--- config.mk ---
export PLATFORM = sky130hd
export DESIGN_NAME = round_robin_schedule_stepper_flat
export DESIGN_NICKNAME = d
export VERILOG_FILES = /design/src/hdl/rrss_pkg.sv /design/src/hdl/rrss_in_if.sv /design/src/hdl/rrss_out_if.sv /design/src/hdl/rrss_ctrl.sv /design/src/hdl/rrss_dp.sv /design/src/hdl/round_robin_schedule_stepper.sv /design/src/flat_wrapper.sv
export SDC_FILE = /design/constraint.sdc
export NUM_CORES = 2
export LEC_CHECK = 0
export BUFFER_PORTS_ARGS = -buffer_cell sky130_fd_sc_hd__buf_2
export CAP_MARGIN = 25
export CORE_UTILIZATION = 42
export CTS_CLUSTER_DIAMETER = 30
export CTS_CLUSTER_SIZE = 8
export DETAILED_ROUTE_END_ITERATION = 7
export GPL_ROUTABILITY_DRIVEN = 0
export GPL_TIMING_DRIVEN = 1
export PLACE_DENSITY_LB_ADDON = 0.1
export SLEW_MARGIN = 20
export SYNTH_ARGS = -nofsm -noshare
export SYNTH_HDL_FRONTEND = slang
export SYNTH_SLANG_ARGS = --single-unit
--- constraint.sdc ---
create_clock -name clk_i -period 11.2 [get_ports clk_i]
set_clock_uncertainty 0.1 [all_clocks]
set_input_delay 1.68 -clock clk_i [delete_from_list [all_inputs] [get_ports clk_i]]
set_output_delay 1.68 -clock clk_i [all_outputs]
set_load 0.01 [all_outputs]
--- src/hdl/rrss_pkg.sv ---
`timescale 1ns / 1ps
// ----------------------------------------------------------------------------
// rrss_pkg
// Shared widths, mode codes and controller/datapath handshake structs.
// ----------------------------------------------------------------------------
package rrss_pkg;

  localparam int MODE_W     = 2;
  localparam int BURST_IN_W = 16;
  localparam int QUANT_W    = 16;
  localparam int TIME_W     = 22;
  localparam int JOB_W      = 6;

  localparam logic [MODE_W-1:0] MODE_LOAD  = 2'd0;
  localparam logic [MODE_W-1:0] MODE_STEP  = 2'd1;
  localparam logic [MODE_W-1:0] MODE_CLEAR = 2'd2;

  typedef struct packed {
    logic load;
    logic clear;
    logic start;
    logic search;
    logic exec;
    logic emit;
  } cmd_t;

  typedef struct packed {
    logic hit;
    logic exhausted;
    logic out_free;
  } sts_t;

endpackage

--- src/hdl/rrss_in_if.sv ---
`timescale 1ns / 1ps
// ----------------------------------------------------------------------------
// rrss_in_if
// Request channel: mode and burst length with valid/ready.
// ----------------------------------------------------------------------------
interface rrss_in_if;
  logic                             valid;
  logic                             ready;
  logic [rrss_pkg::MODE_W-1:0]      mode;
  logic [rrss_pkg::BURST_IN_W-1:0]  burst_time;

  modport source (output valid, output mode, output burst_time, input ready);
  modport sink   (input valid, input mode, input burst_time, output ready);
endinterface

--- src/hdl/rrss_out_if.sv ---
`timescale 1ns / 1ps
// ----------------------------------------------------------------------------
// rrss_out_if
// Result channel: one scheduled slice or an all-done marker.
// ----------------------------------------------------------------------------
interface rrss_out_if;
  logic                         valid;
  logic                         ready;
  logic [rrss_pkg::JOB_W-1:0]   job_number;
  logic [rrss_pkg::TIME_W-1:0]  slice_start;
  logic [rrss_pkg::TIME_W-1:0]  slice_end;
  logic                         job_finished;
  logic [rrss_pkg::TIME_W-1:0]  waiting_time;
  logic [rrss_pkg::TIME_W-1:0]  turnaround_time;
  logic                         all_done;

  modport source (output valid, output job_number, output slice_start, output slice_end,
                  output job_finished, output waiting_time, output turnaround_time,
                  output all_done, input ready);
  modport sink   (input valid, input job_number, input slice_start, input slice_end,
                  input job_finished, input waiting_time, input turnaround_time,
                  input all_done, output ready);
endinterface

--- src/hdl/rrss_ctrl.sv ---
`timescale 1ns / 1ps
// ----------------------------------------------------------------------------
// rrss_ctrl
// Sequencer: decodes requests and walks a step through search, execute (when a job is found) and emit.
// ----------------------------------------------------------------------------
module rrss_ctrl (
  input  logic                        clk_i,
  input  logic                        rst_ni,
  input  logic                        in_valid_i,
  input  logic [rrss_pkg::MODE_W-1:0] in_mode_i,
  output logic                        in_ready_o,
  input  rrss_pkg::sts_t              sts_i,
  output rrss_pkg::cmd_t              cmd_o
);

  typedef enum logic [1:0] {
    S_IDLE,
    S_SEARCH,
    S_EXEC,
    S_EMIT
  } state_e;

  state_e state_q, state_d;
  logic   xfer;

  assign in_ready_o = (state_q == S_IDLE);
  assign xfer       = in_ready_o & in_valid_i;

  always_comb begin
    cmd_o        = '0;
    cmd_o.load   = xfer & (in_mode_i == rrss_pkg::MODE_LOAD);
    cmd_o.clear  = xfer & (in_mode_i == rrss_pkg::MODE_CLEAR);
    cmd_o.start  = xfer & (in_mode_i == rrss_pkg::MODE_STEP);
    cmd_o.search = (state_q == S_SEARCH);
    cmd_o.exec   = (state_q == S_EXEC);
    cmd_o.emit   = (state_q == S_EMIT) & sts_i.out_free;
  end

  always_comb begin
    state_d = state_q;
    unique case (state_q)
      S_IDLE: begin
        if (cmd_o.start) state_d = S_SEARCH;
      end
      S_SEARCH: begin
        if (sts_i.hit)            state_d = S_EXEC;
        else if (sts_i.exhausted) state_d = S_EMIT;
      end
      S_EXEC: begin
        state_d = S_EMIT;
      end
      S_EMIT: begin
        if (sts_i.out_free) state_d = S_IDLE;
      end
      default: begin
        state_d = S_IDLE;
      end
    endcase
  end

  always_ff @(posedge clk_i or negedge rst_ni) begin
    if (!rst_ni) begin
      state_q <= S_IDLE;
    end else begin
      state_q <= state_d;
    end
  end

endmodule

--- src/hdl/rrss_dp.sv ---
`timescale 1ns / 1ps
// ----------------------------------------------------------------------------
// rrss_dp
// Datapath: job memory, active mask with word-wise scan, clock and result reg.
// ----------------------------------------------------------------------------
module rrss_dp #(
  parameter int MAX_JOBS   = 64,
  parameter int BURST_BITS = 16
) (
  input  logic                            clk_i,
  input  logic                            rst_ni,
  input  logic [rrss_pkg::BURST_IN_W-1:0] burst_i,
  input  logic                            cfg_we_i,
  input  logic [rrss_pkg::QUANT_W-1:0]    cfg_wdata_i,
  input  rrss_pkg::cmd_t                  cmd_i,
  output rrss_pkg::sts_t                  sts_o,
  rrss_out_if.source                      rsp_o
);

  localparam int TW     = rrss_pkg::TIME_W;
  localparam int QW     = rrss_pkg::QUANT_W;
  localparam int IW     = $clog2(MAX_JOBS);
  localparam int CNTW   = $clog2(MAX_JOBS + 1);
  localparam int SW     = (BURST_BITS < rrss_pkg::BURST_IN_W) ? BURST_BITS
                                                              : rrss_pkg::BURST_IN_W;
  localparam int CHUNK  = (IW < 5) ? (1 << IW) : 32;
  localparam int OW     = $clog2(CHUNK);
  localparam int NCHUNK = (MAX_JOBS + CHUNK - 1) / CHUNK;
  localparam int CIW    = (NCHUNK > 1) ? $clog2(NCHUNK) : 1;
  localparam int VW     = $clog2(NCHUNK + 1);

  // {burst, remaining}
  logic [2*SW-1:0] mem [MAX_JOBS];
  logic [2*SW-1:0] rdata_q;

  logic [NCHUNK-1:0][CHUNK-1:0] mask_q;
  logic [CNTW-1:0]              count_q;
  logic [TW-1:0]                clock_q;
  logic [IW-1:0]                scan_q;
  logic [QW-1:0]                quant_q;

  logic [CIW-1:0] chunk_q;
  logic [VW-1:0]  visit_q;
  logic [IW-1:0]  found_q;
  logic           done_q;
  logic [TW-1:0]  start_q;
  logic           fin_q;

  logic                 out_valid_q;
  logic [rrss_pkg::JOB_W-1:0] job_q;
  logic [TW-1:0]        slice_start_q, slice_end_q, wait_q, turn_q;
  logic                 finished_q, all_done_q;

  // scan of one mask word
  logic [CHUNK-1:0] lower_bound, cand;
  logic [OW-1:0]    hit_off;
  logic [IW-1:0]    hit_idx;
  logic [CIW-1:0]   chunk_next;
  logic             hit;

  always_comb begin
    lower_bound = (visit_q == '0) ? ({CHUNK{1'b1}} << scan_q[OW-1:0]) : {CHUNK{1'b1}};
    cand        = mask_q[chunk_q] & lower_bound;
    hit         = |cand;
    hit_off     = '0;
    for (int k = CHUNK - 1; k >= 0; k--) begin
      if (cand[k]) hit_off = OW'(k);
    end
    hit_idx    = IW'({chunk_q, hit_off});
    chunk_next = (chunk_q == CIW'(NCHUNK - 1)) ? '0 : chunk_q + 1'b1;
  end

  assign sts_o.hit       = cmd_i.search & hit;
  assign sts_o.exhausted = (visit_q == VW'(NCHUNK));
  assign sts_o.out_free  = ~out_valid_q | rsp_o.ready;

  // slice arithmetic
  logic [SW-1:0]   rem, burst_rd, new_rem;
  logic [QW-1:0]   q_eff, rem_x, run;
  logic [CNTW-1:0] nxt;
  logic [SW-1:0]   burst_s;
  logic            load_ok;
  logic [IW-1:0]   load_idx;

  always_comb begin
    rem      = rdata_q[SW-1:0];
    burst_rd = rdata_q[2*SW-1:SW];
    q_eff    = (quant_q == '0) ? QW'(1) : quant_q;
    rem_x    = QW'(rem);
    run      = (rem_x > q_eff) ? q_eff : rem_x;
    new_rem  = SW'(rem_x - run);
    nxt      = CNTW'(found_q) + 1'b1;
    burst_s  = SW'(burst_i);
    load_ok  = cmd_i.load & (count_q < CNTW'(MAX_JOBS));
    load_idx = count_q[IW-1:0];
  end

  always_ff @(posedge clk_i) begin
    if (load_ok) begin
      mem[load_idx] <= {burst_s, burst_s};
    end else if (cmd_i.exec) begin
      mem[found_q] <= {burst_rd, new_rem};
    end
    if (sts_o.hit) begin
      rdata_q <= mem[hit_idx];
    end
  end

  always_ff @(posedge clk_i or negedge rst_ni) begin
    if (!rst_ni) begin
      mask_q  <= '0;
      count_q <= '0;
      clock_q <= '0;
      scan_q  <= '0;
      quant_q <= QW'(1);
      chunk_q <= '0;
      visit_q <= '0;
      found_q <= '0;
      done_q  <= 1'b0;
      start_q <= '0;
      fin_q   <= 1'b0;
    end else begin
      if (cfg_we_i) quant_q <= cfg_wdata_i;
      if (cmd_i.clear) begin
        mask_q  <= '0;
        count_q <= '0;
        clock_q <= '0;
        scan_q  <= '0;
      end
      if (load_ok) begin
        mask_q[CIW'(load_idx >> OW)][load_idx[OW-1:0]] <= (burst_s != '0);
        count_q <= count_q + 1'b1;
      end
      if (cmd_i.start) begin
        chunk_q <= CIW'(scan_q >> OW);
        visit_q <= '0;
        done_q  <= 1'b0;
      end
      if (cmd_i.search) begin
        if (hit) begin
          found_q <= hit_idx;
        end else begin
          chunk_q <= chunk_next;
          visit_q <= visit_q + 1'b1;
          if (sts_o.exhausted) done_q <= 1'b1;
        end
      end
      if (cmd_i.exec) begin
        if (new_rem == '0) mask_q[CIW'(found_q >> OW)][found_q[OW-1:0]] <= 1'b0;
        start_q <= clock_q;
        clock_q <= clock_q + TW'(run);
        fin_q   <= (new_rem == '0);
        scan_q  <= (nxt >= count_q) ? '0 : IW'(nxt);
      end
    end
  end

  // result register
  always_ff @(posedge clk_i or negedge rst_ni) begin
    if (!rst_ni) begin
      out_valid_q <= 1'b0;
    end else if (cmd_i.emit) begin
      out_valid_q <= 1'b1;
    end else if (rsp_o.ready) begin
      out_valid_q <= 1'b0;
    end
  end

  always_ff @(posedge clk_i) begin
    if (cmd_i.emit) begin
      if (done_q) begin
        job_q         <= '0;
        slice_start_q <= '0;
        slice_end_q   <= '0;
        finished_q    <= 1'b0;
        wait_q        <= '0;
        turn_q        <= '0;
        all_done_q    <= 1'b1;
      end else begin
        job_q         <= rrss_pkg::JOB_W'(found_q);
        slice_start_q <= start_q;
        slice_end_q   <= clock_q;
        finished_q    <= fin_q;
        wait_q        <= fin_q ? clock_q - TW'(burst_rd) : '0;
        // burst + wait equals the end time modulo the clock width
        turn_q        <= fin_q ? clock_q : '0;
        all_done_q    <= 1'b0;
      end
    end
  end

  assign rsp_o.valid           = out_valid_q;
  assign rsp_o.job_number      = job_q;
  assign rsp_o.slice_start     = slice_start_q;
  assign rsp_o.slice_end       = slice_end_q;
  assign rsp_o.job_finished    = finished_q;
  assign rsp_o.waiting_time    = wait_q;
  assign rsp_o.turnaround_time = turn_q;
  assign rsp_o.all_done        = all_done_q;

endmodule

--- src/hdl/round_robin_schedule_stepper.sv ---
`timescale 1ns / 1ps
// ----------------------------------------------------------------------------
// round_robin_schedule_stepper
// Round-robin time-slice scheduler over a loaded set of jobs.
// ----------------------------------------------------------------------------
// Load, clear and unused-mode requests complete in the cycle they transfer;
// the block is ready again the next cycle. A step request that serves a job
// passes through the transfer, a mask scan of W words (the last one also
// reads the job memory), one write-back and the loading of the result
// register before the block is ready again. W (1 to NCHUNK + 1) is the
// number of 32-bit words of the active-job mask scanned from the last served
// job to the next job with time left (NCHUNK = MAX_JOBS / 32 rounded up, at
// least 1). A step that finds no job left scans NCHUNK + 1 words and has
// no write-back. If the result register is still occupied, the step holds
// until it is taken. The time quantum may be written only while idle.
module round_robin_schedule_stepper #(
  parameter int MAX_JOBS   = 64,
  parameter int BURST_BITS = 16
) (
  input  logic                         clk_i,
  input  logic                         rst_ni,
  rrss_in_if.sink                      req_i,
  rrss_out_if.source                   rsp_o,
  input  logic                         cfg_we_i,
  input  logic [rrss_pkg::QUANT_W-1:0] cfg_wdata_i
);

  rrss_pkg::cmd_t cmd;
  rrss_pkg::sts_t sts;
  logic           ready;

  assign req_i.ready = ready;

  rrss_ctrl u_ctrl (
    .clk_i      (clk_i),
    .rst_ni     (rst_ni),
    .in_valid_i (req_i.valid),
    .in_mode_i  (req_i.mode),
    .in_ready_o (ready),
    .sts_i      (sts),
    .cmd_o      (cmd)
  );

  rrss_dp #(
    .MAX_JOBS   (MAX_JOBS),
    .BURST_BITS (BURST_BITS)
  ) u_dp (
    .clk_i       (clk_i),
    .rst_ni      (rst_ni),
    .burst_i     (req_i.burst_time),
    .cfg_we_i    (cfg_we_i),
    .cfg_wdata_i (cfg_wdata_i),
    .cmd_i       (cmd),
    .sts_o       (sts),
    .rsp_o       (rsp_o)
  );

endmodule

--- src/flat_wrapper.sv ---
// flat-port wrapper written by rule: the top's interface ports become plain ports
module round_robin_schedule_stepper_flat 
#(
  parameter int MAX_JOBS   = 64,
  parameter int BURST_BITS = 16
)
  (clk_i, rst_ni, cfg_we_i, cfg_wdata_i, req_i_valid, req_i_mode, req_i_burst_time, req_i_ready, rsp_o_valid, rsp_o_job_number, rsp_o_slice_start, rsp_o_slice_end, rsp_o_job_finished, rsp_o_waiting_time, rsp_o_turnaround_time, rsp_o_all_done, rsp_o_ready);
  rrss_in_if req_i_i ();
  rrss_out_if rsp_o_i ();
  input  logic clk_i;
  input  logic rst_ni;
  input  logic cfg_we_i;
  input  logic [rrss_pkg::QUANT_W-1:0] cfg_wdata_i;
  input wire logic [$bits(req_i_i.valid)-1:0] req_i_valid;
  input wire logic [$bits(req_i_i.mode)-1:0] req_i_mode;
  input wire logic [$bits(req_i_i.burst_time)-1:0] req_i_burst_time;
  output wire logic [$bits(req_i_i.ready)-1:0] req_i_ready;
  output wire logic [$bits(rsp_o_i.valid)-1:0] rsp_o_valid;
  output wire logic [$bits(rsp_o_i.job_number)-1:0] rsp_o_job_number;
  output wire logic [$bits(rsp_o_i.slice_start)-1:0] rsp_o_slice_start;
  output wire logic [$bits(rsp_o_i.slice_end)-1:0] rsp_o_slice_end;
  output wire logic [$bits(rsp_o_i.job_finished)-1:0] rsp_o_job_finished;
  output wire logic [$bits(rsp_o_i.waiting_time)-1:0] rsp_o_waiting_time;
  output wire logic [$bits(rsp_o_i.turnaround_time)-1:0] rsp_o_turnaround_time;
  output wire logic [$bits(rsp_o_i.all_done)-1:0] rsp_o_all_done;
  input wire logic [$bits(rsp_o_i.ready)-1:0] rsp_o_ready;
  assign req_i_i.valid = req_i_valid;
  assign req_i_i.mode = req_i_mode;
  assign req_i_i.burst_time = req_i_burst_time;
  assign req_i_ready = req_i_i.ready;
  assign rsp_o_valid = rsp_o_i.valid;
  assign rsp_o_job_number = rsp_o_i.job_number;
  assign rsp_o_slice_start = rsp_o_i.slice_start;
  assign rsp_o_slice_end = rsp_o_i.slice_end;
  assign rsp_o_job_finished = rsp_o_i.job_finished;
  assign rsp_o_waiting_time = rsp_o_i.waiting_time;
  assign rsp_o_turnaround_time = rsp_o_i.turnaround_time;
  assign rsp_o_all_done = rsp_o_i.all_done;
  assign rsp_o_i.ready = rsp_o_ready;
  round_robin_schedule_stepper #(.MAX_JOBS(MAX_JOBS), .BURST_BITS(BURST_BITS)) u_core (.clk_i(clk_i), .rst_ni(rst_ni), .req_i(req_i_i), .rsp_o(rsp_o_i), .cfg_we_i(cfg_we_i), .cfg_wdata_i(cfg_wdata_i));
endmodule
Yosys cells after proc, flatten, opt, wreduce, memory -nomap -nowiden
Memories as Yosys holds them, arrays and structs flattened. A register that Yosys moved wholly into a read port is not among the register bits.
Cells that the tools add are included.
{"block": "word_totals", "ff_bits": 247, "ram_bits": 2048, "inputBits": 39, "out_inout_bits": 98, "wordCells": 166, "mem_count": 1}
{"memory": "u_core.u_dp.mem", "depth": 64, "width": 32, "read_ports": 1, "rd_ports_with_merged_regs": 1, "write_ports": 1, "line": "rrss_dp.sv:33", "source": "logic [2*SW-1:0] mem [MAX_JOBS];"}
{"block": "classes", "addsub": 7, "order_cmp": 12, "eq_ne": 9, "n_shift": 1, "mux": 84, "n_bitwise": 13, "reduce_logical": 18}
{"cell": "$mux W64", "n": 4}
{"cell": "$mux W32", "n": 6}
{"cell": "$mux W5", "n": 32}
{"cell": "$and A64 B64 Y64", "n": 1}
{"cell": "$bwmux W64", "n": 1}
{"cell": "$demux W32 S1", "n": 2}
{"cell": "$not A64 Y64", "n": 1}
{"cell": "$reduce_or A32 Y1", "n": 2}
{"cell": "$mux W22", "n": 2}
{"cell": "$and A32 B32 Y32", "n": 1}
{"cell": "$logic_not A16 Y1", "n": 2}
{"cell": "$mux W16", "n": 2}
{"cell": "$shl A32 B5 Y32 const A", "n": 1}
{"cell": "$mux W6", "n": 4}
{"cell": "$add A22 B16 Y22", "n": 1}
{"cell": "$sub A22 B16 Y22", "n": 1}
{"cell": "$mux W1", "n": 19}
{"cell": "$gt A16 B16 Y1", "n": 1}
{"cell": "$reduce_bool A16 Y1", "n": 1}
{"cell": "$sub A16 B16 Y16", "n": 1}
{"cell": "$mux W2", "n": 7}
{"cell": "$mux W7", "n": 2}
{"cell": "$lt A5 B6 Y1 const B", "n": 2}
{"cell": "$demux W1 S5", "n": 2}
{"cell": "24 further kinds", "n": 46}

Depth between registers and ports, before layout
{"block": "logic_depth", "word_depth": 35, "ltp_mapped": 31, "depth_no_buf": 27}

Modules after synthesis
A second synthesis with hierarchy kept.
{"block": "hier_totals", "cells_unflattened": 7258, "area_unflattened_um2": 96498.8}
{"mod": "rrss_dp", "instances": 1, "cells_each": 7235, "area_per_inst_um2": 96288.6, "seq_area_each_um2": 69072.5}
{"mod": "rrss_ctrl", "instances": 1, "cells_each": 23, "area_per_inst_um2": 210.2, "seq_area_each_um2": 50.0}

Worst setup path after synthesis
No wires, ideal clock.
{"block": "synth_timing", "path_kind": "reg2reg", "from": "reg u_core.u_dp.quant_q[8]", "to": "mem u_core.u_dp.mem[0][10] in the netlist's numbering (data pin)", "setup_ns": 0.721, "arrival_ns": 7.079, "setup_slack_ns": 3.300, "path_stages_with_launch": 27, "synth_period_minus_slack_ns": 7.900, "cell_sequence": "dfrtp_1 nor4_1 a41o_1 ha_1 nor2b_1 o21a_1 o21a_1 o21a_1 o21a_1 o21a_1 o21ai_0 a21oi_1 buf_1 buf_1 nand2_1 o21ai_0 ha_1 fa_1 inv_1 a21oi_1 o21bai_1 a21oi_1 o21ai_0 a21oi_1 o21ai_0 a211oi_1 o31ai_1"}
{"block": "synth_via", "elab_chain_cells": 6}
{"item": "start, declared", "line": "rrss_dp.sv:40", "source": "logic [QW-1:0] quant_q;"}
{"item": "start signal, assigned", "line": "rrss_dp.sv:123", "source": "if (cfg_we_i) quant_q <= cfg_wdata_i;"}
{"item": "$logic_not A16 Y1", "line": "rrss_dp.sv:88", "source": "q_eff = (quant_q == '0) ? QW'(1) : quant_q;"}
{"item": "$mux W16 (*)", "line": "rrss_dp.sv:88"}
{"item": "$gt A16 B16 Y1", "line": "rrss_dp.sv:90", "source": "run = (rem_x > q_eff) ? q_eff : rem_x;"}
{"item": "$mux W16 (*)", "line": "rrss_dp.sv:90"}
{"item": "$sub A16 B16 Y16 (*)", "line": "rrss_dp.sv:91", "source": "new_rem = SW'(rem_x - run);"}
{"item": "$mux W32 (no source line) (*)"}
{"item": "end, declared", "line": "rrss_dp.sv:33"}
Every way passes the cells marked *; elsewhere a longest branch is shown, timed or not.

Worst setup path after layout
{"block": "layout_timing", "from": "reg u_core.u_dp.visit_q[0]", "to": "reg u_core.u_dp.rdata_q[24], read port of u_core.u_dp.mem (data pin)"}
{"block": "layout_via", "elab_chain_cells": 35, "elab_cells_between_ends": 37, "cone_classes": "33 x mux; 2 x bitwise; 2 x reduce/logical"}
{"item": "start, declared", "line": "rrss_dp.sv:43", "source": "logic [VW-1:0] visit_q;"}
{"item": "start signal, assigned", "line": "rrss_dp.sv:144", "source": "visit_q <= visit_q + 1'b1;"}
{"item": "$logic_not A2 Y1 (*)", "line": "rrss_dp.sv:62", "source": "lower_bound = (visit_q == '0) ? ({CHUNK{1'b1}} << scan_q[OW-1:0]) : {CHUNK{1'b1}};"}
{"item": "$mux W32 (*)", "line": "rrss_dp.sv:62"}
{"item": "$and A32 B32 Y32 (*)", "line": "rrss_dp.sv:63", "source": "cand = mask_q[chunk_q] & lower_bound;"}
{"item": "$mux W5 (32 in series)", "line": "rrss_dp.sv:67", "source": "if (cand[k]) hit_off = OW'(k);"}
{"item": "end, declared", "line": "rrss_dp.sv:34", "source": "logic [2*SW-1:0] rdata_q;"}
Marked as above.
A chain may end at the register's enable or synchronous reset.

==> impl_results.md <==
* Crit-path leading delay family: compound AO/OA/AOI/OAI gates
* GRT Util Overall at 29.7%
* CTS Sinks at 2327
* Share of cells above drive strength 1 at 16.9%
* Register bit total from synthesis at 2327
* Reg area at 69100 um^2
* Synth warn at 0
* Iter 0 DRT Violations at 8323
* Reg2reg path depth at 17
* Worst path bufs/invs at 5
* CTS Root Buffer Type: clkbuf_16
* Worst Path Max Fanout at 73
* Crit. End Element: flop
* Hold WC Path Type: reg -> reg
* Cts repair resizes at 0
* Crit path kind: reg -> reg
* Starting Density at 42.4%
* Row Count at 174
* Slew Limit Headroom at 13.7%
* Post-synthesis cell type count at 92
* Via count at 65671
* Hold path depth at 1
* Max Clock Freq at 142 MHz
* Outcome: complete, no violations
* Clock-pin slew on the worst setup and hold paths at 0.05 ns
* DR vias/cell at 6.16
* Most frequent cells in the layout: edfxtp_1, nand2_1, clkbuf_16, nor2_1, o21ai_0
* Hold endpoint: u_core.u_dp.fin_q$_DFFE_PN0P_
* Die height at 479 um
* Post-placement cell count at 9763
* Worst-Skew Late Latency at 1.00 ns
* Max H-tree Level at 5
* CTS Buf Count at 490
* WL per Instance at 32.6 um
* GR Overflow Total at 0
* Worst reg2reg startpoint: u_core.u_dp.visit_q[0]$_DFF_PN0_
* Port Buf Inserts at 136
* Crit. Startpoint: u_core.u_dp.visit_q[0]$_DFF_PN0_
* Post-Place Worst Slack at 4.39 ns
* Die Footprint at 230000 um^2
* Avg Cell Area, Syn at 13.9 um^2
* Area grow syn2layout at 22.0%
* Post-synthesis sequential area ratio at 72.3%
* Final ANT Viol Nets at 0
* Hold buffer count at cts at 0
* CTS tree: yes
* HPWL after detailed placement at 193 mm
* Worst EP required at 11.77 ns
* Worst R2R Setup Slack at 4.16 ns
* Number of setup buffers added after CTS at 0
* Non-filler instance count after layout at 10654
* # nets final at 7390
* CP max stage cell: ha_1
* Fillcell total at 19021
* Worst path cell trace: inv_1, ha_1, inv_1, or4_1, a21oi_1, nor4_2, a22oi_1, and3_4, buf_12, nand2_4, buf_4, o22ai_1, a211o_1, o21ai_0, buf_4, a2111oi_0, a32oi_1
* Slew @ Worst Pin at 1.28 ns
* Reg-to-Reg End: u_core.u_dp.rdata_q[24]$_DFFE_PP_
* Synthesized instance count at 6860
* Die Width at 479 um
* TNS Setup at 0 ns
* Multi-input logic area at 25100 um^2
* First-pass DRT Iterations at 6
* Initial antenna violation count at 7
* Vias in the first global route at 63024
* Commonest non-fill, non-tap cell in the layout: edfxtp_1
* Ys async rst share at 6.49%
* First-pass GRT wire length at 484 mm
* HP Start: u_core.u_dp.fin_q$_DFFE_PN0P_
* CP max stage delay at 0.81 ns
* CP startpoint kind: flop
* Largest net degree at the start of global routing at 112
* IO Pins at 137
* Final setup violation count at 0
* Final worst slack at 4.16 ns
* Synth Flop Type: edfxtp_1
* Period utilization at 62.9%
* Max-Cap Viols at 0
* Max clock buf depth at 4
* Residual DRC at 0
* Core Footprint at 226000 um^2
* Post-Synthesis Net Count at 6986
* Post-Syn Area at 95600 um^2
* RSZ-0062 raised after global routing: no
* Worst EP arrival at 7.61 ns
* Fin. max-slew vios at 0
* Post-Route WL at 347 mm
* Post-synth EDFFs at 2176
* Final Hold Vio Count at 0
* Final worst path period need at 7.04 ns
flip-flops by register name, indices dropped and copies added, names as in the netlist, 7 cells and up:
| register | count |
|---|---|
| u_core.u_dp.clock_q | 22 |
| u_core.u_dp.rsp_o.turnaround_time | 22 |
| u_core.u_dp.rsp_o.slice_end | 22 |
| u_core.u_dp.rsp_o.slice_start | 22 |
| u_core.u_dp.rdata_q | 32 |
| u_core.u_dp.rsp_o.waiting_time | 22 |
| u_core.u_dp.quant_q | 16 |
| u_core.u_dp.start_q | 22 |
| u_core.u_dp.mask_q | 64 |
| u_core.u_dp.mem | 2048 |
| u_core.u_dp.count_q | 7 |
layout make-up:
cell class / instances / share of cell area [%]
flip-flops and latches: 2327 / 59.2
multi-input cells: 3989 / 21.5
clock buffers: 575 / 10.9
well taps: 2992 / 3.21
clock inverters: 307 / 2.57
repair buffers: 360 / 2.23
inverters: 96 / 0.309
diodes: 8 / 0.0172
cells in the mapped netlist (130+ instances only):
master / n / share of area, %
buf_2: 165 / 0.86
dfrtp_1: 150 / 3.9
mux2i_1: 276 / 2.9
o221ai_1: 175 / 1.6
o21ai_0: 379 / 2.0
or3_1: 176 / 1.2
a31oi_1: 229 / 1.5
nand3_1: 130 / 0.68
edfxtp_1: 2176 / 68
clkbuf_1: 221 / 0.87
nand2_1: 797 / 3.1
a21oi_1: 290 / 1.5
nor2_1: 429 / 1.7
logic make-up after synthesis:
logic type	count (synthesis)	synth area share (%)
flops	2327	72.3
buf+inv	544	2.53
simple gates	1949	9.36
compound gates	1603	11.0
xor+xnor	37	0.339
mux	313	3.36
fa+ha+maj	87	1.16
per-stage QoR:
stage	cell area, um^2	util [%]	hold slack [ns]
3_5_place_dp	101000	44.7	0.372
6_report	117000	51.7	0.378
5_1_grt	117000	51.7	0.401
4_1_cts	117000	51.7	0.380
2_1_floorplan	95600	-	0.355
3_3_place_gp	101000	44.7	0.371
worst reg2reg max path, stage by stage (launching register included):
cell	delay, ns
dfrtp_1	0.39
inv_1	0.09
ha_1	0.81
inv_1	0.30
or4_1	0.60
a21oi_1	0.20
nor4_2	0.09
a22oi_1	0.42
and3_4	0.36
buf_12	0.41
nand2_4	0.52
buf_4	0.52
o22ai_1	0.63
a211o_1	0.35
o21ai_0	0.14
buf_4	0.18
a2111oi_0	0.57
a32oi_1	0.10
routing by layer:
layer	global-route usage, %	wire length, um	up-vias
li1	-	-	27607
met1	40.5	141000	33829
met2	46.6	160000	3606
met3	5.85	31500	627
met4	12.3	14700	2
met5	0	13	-
worst max path at each step:
stage	to	slack, ns	depth (start not counted)
6_report	u_core.u_dp.rdata_q[24]$_DFFE_PP_	4.16	17
4_1_cts	u_core.u_dp.mask_q[11]$_DFF_PN0_	4.33	24
3_3_place_gp	u_core.u_dp.rdata_q[11]$_DFFE_PP_	3.92	17
2_1_floorplan	u_core.u_dp.mem[0][10]$_DFFE_PP_	3.30	26
5_1_grt	u_core.u_dp.mask_q[5]$_DFF_PN0_	3.85	28
3_5_place_dp	u_core.u_dp.mask_q[24]$_DFF_PN0_	4.39	24
Power is left out: the tool's default activity adds up to more than one toggle a clock period on the data nets, which glitch-free logic cannot reach.
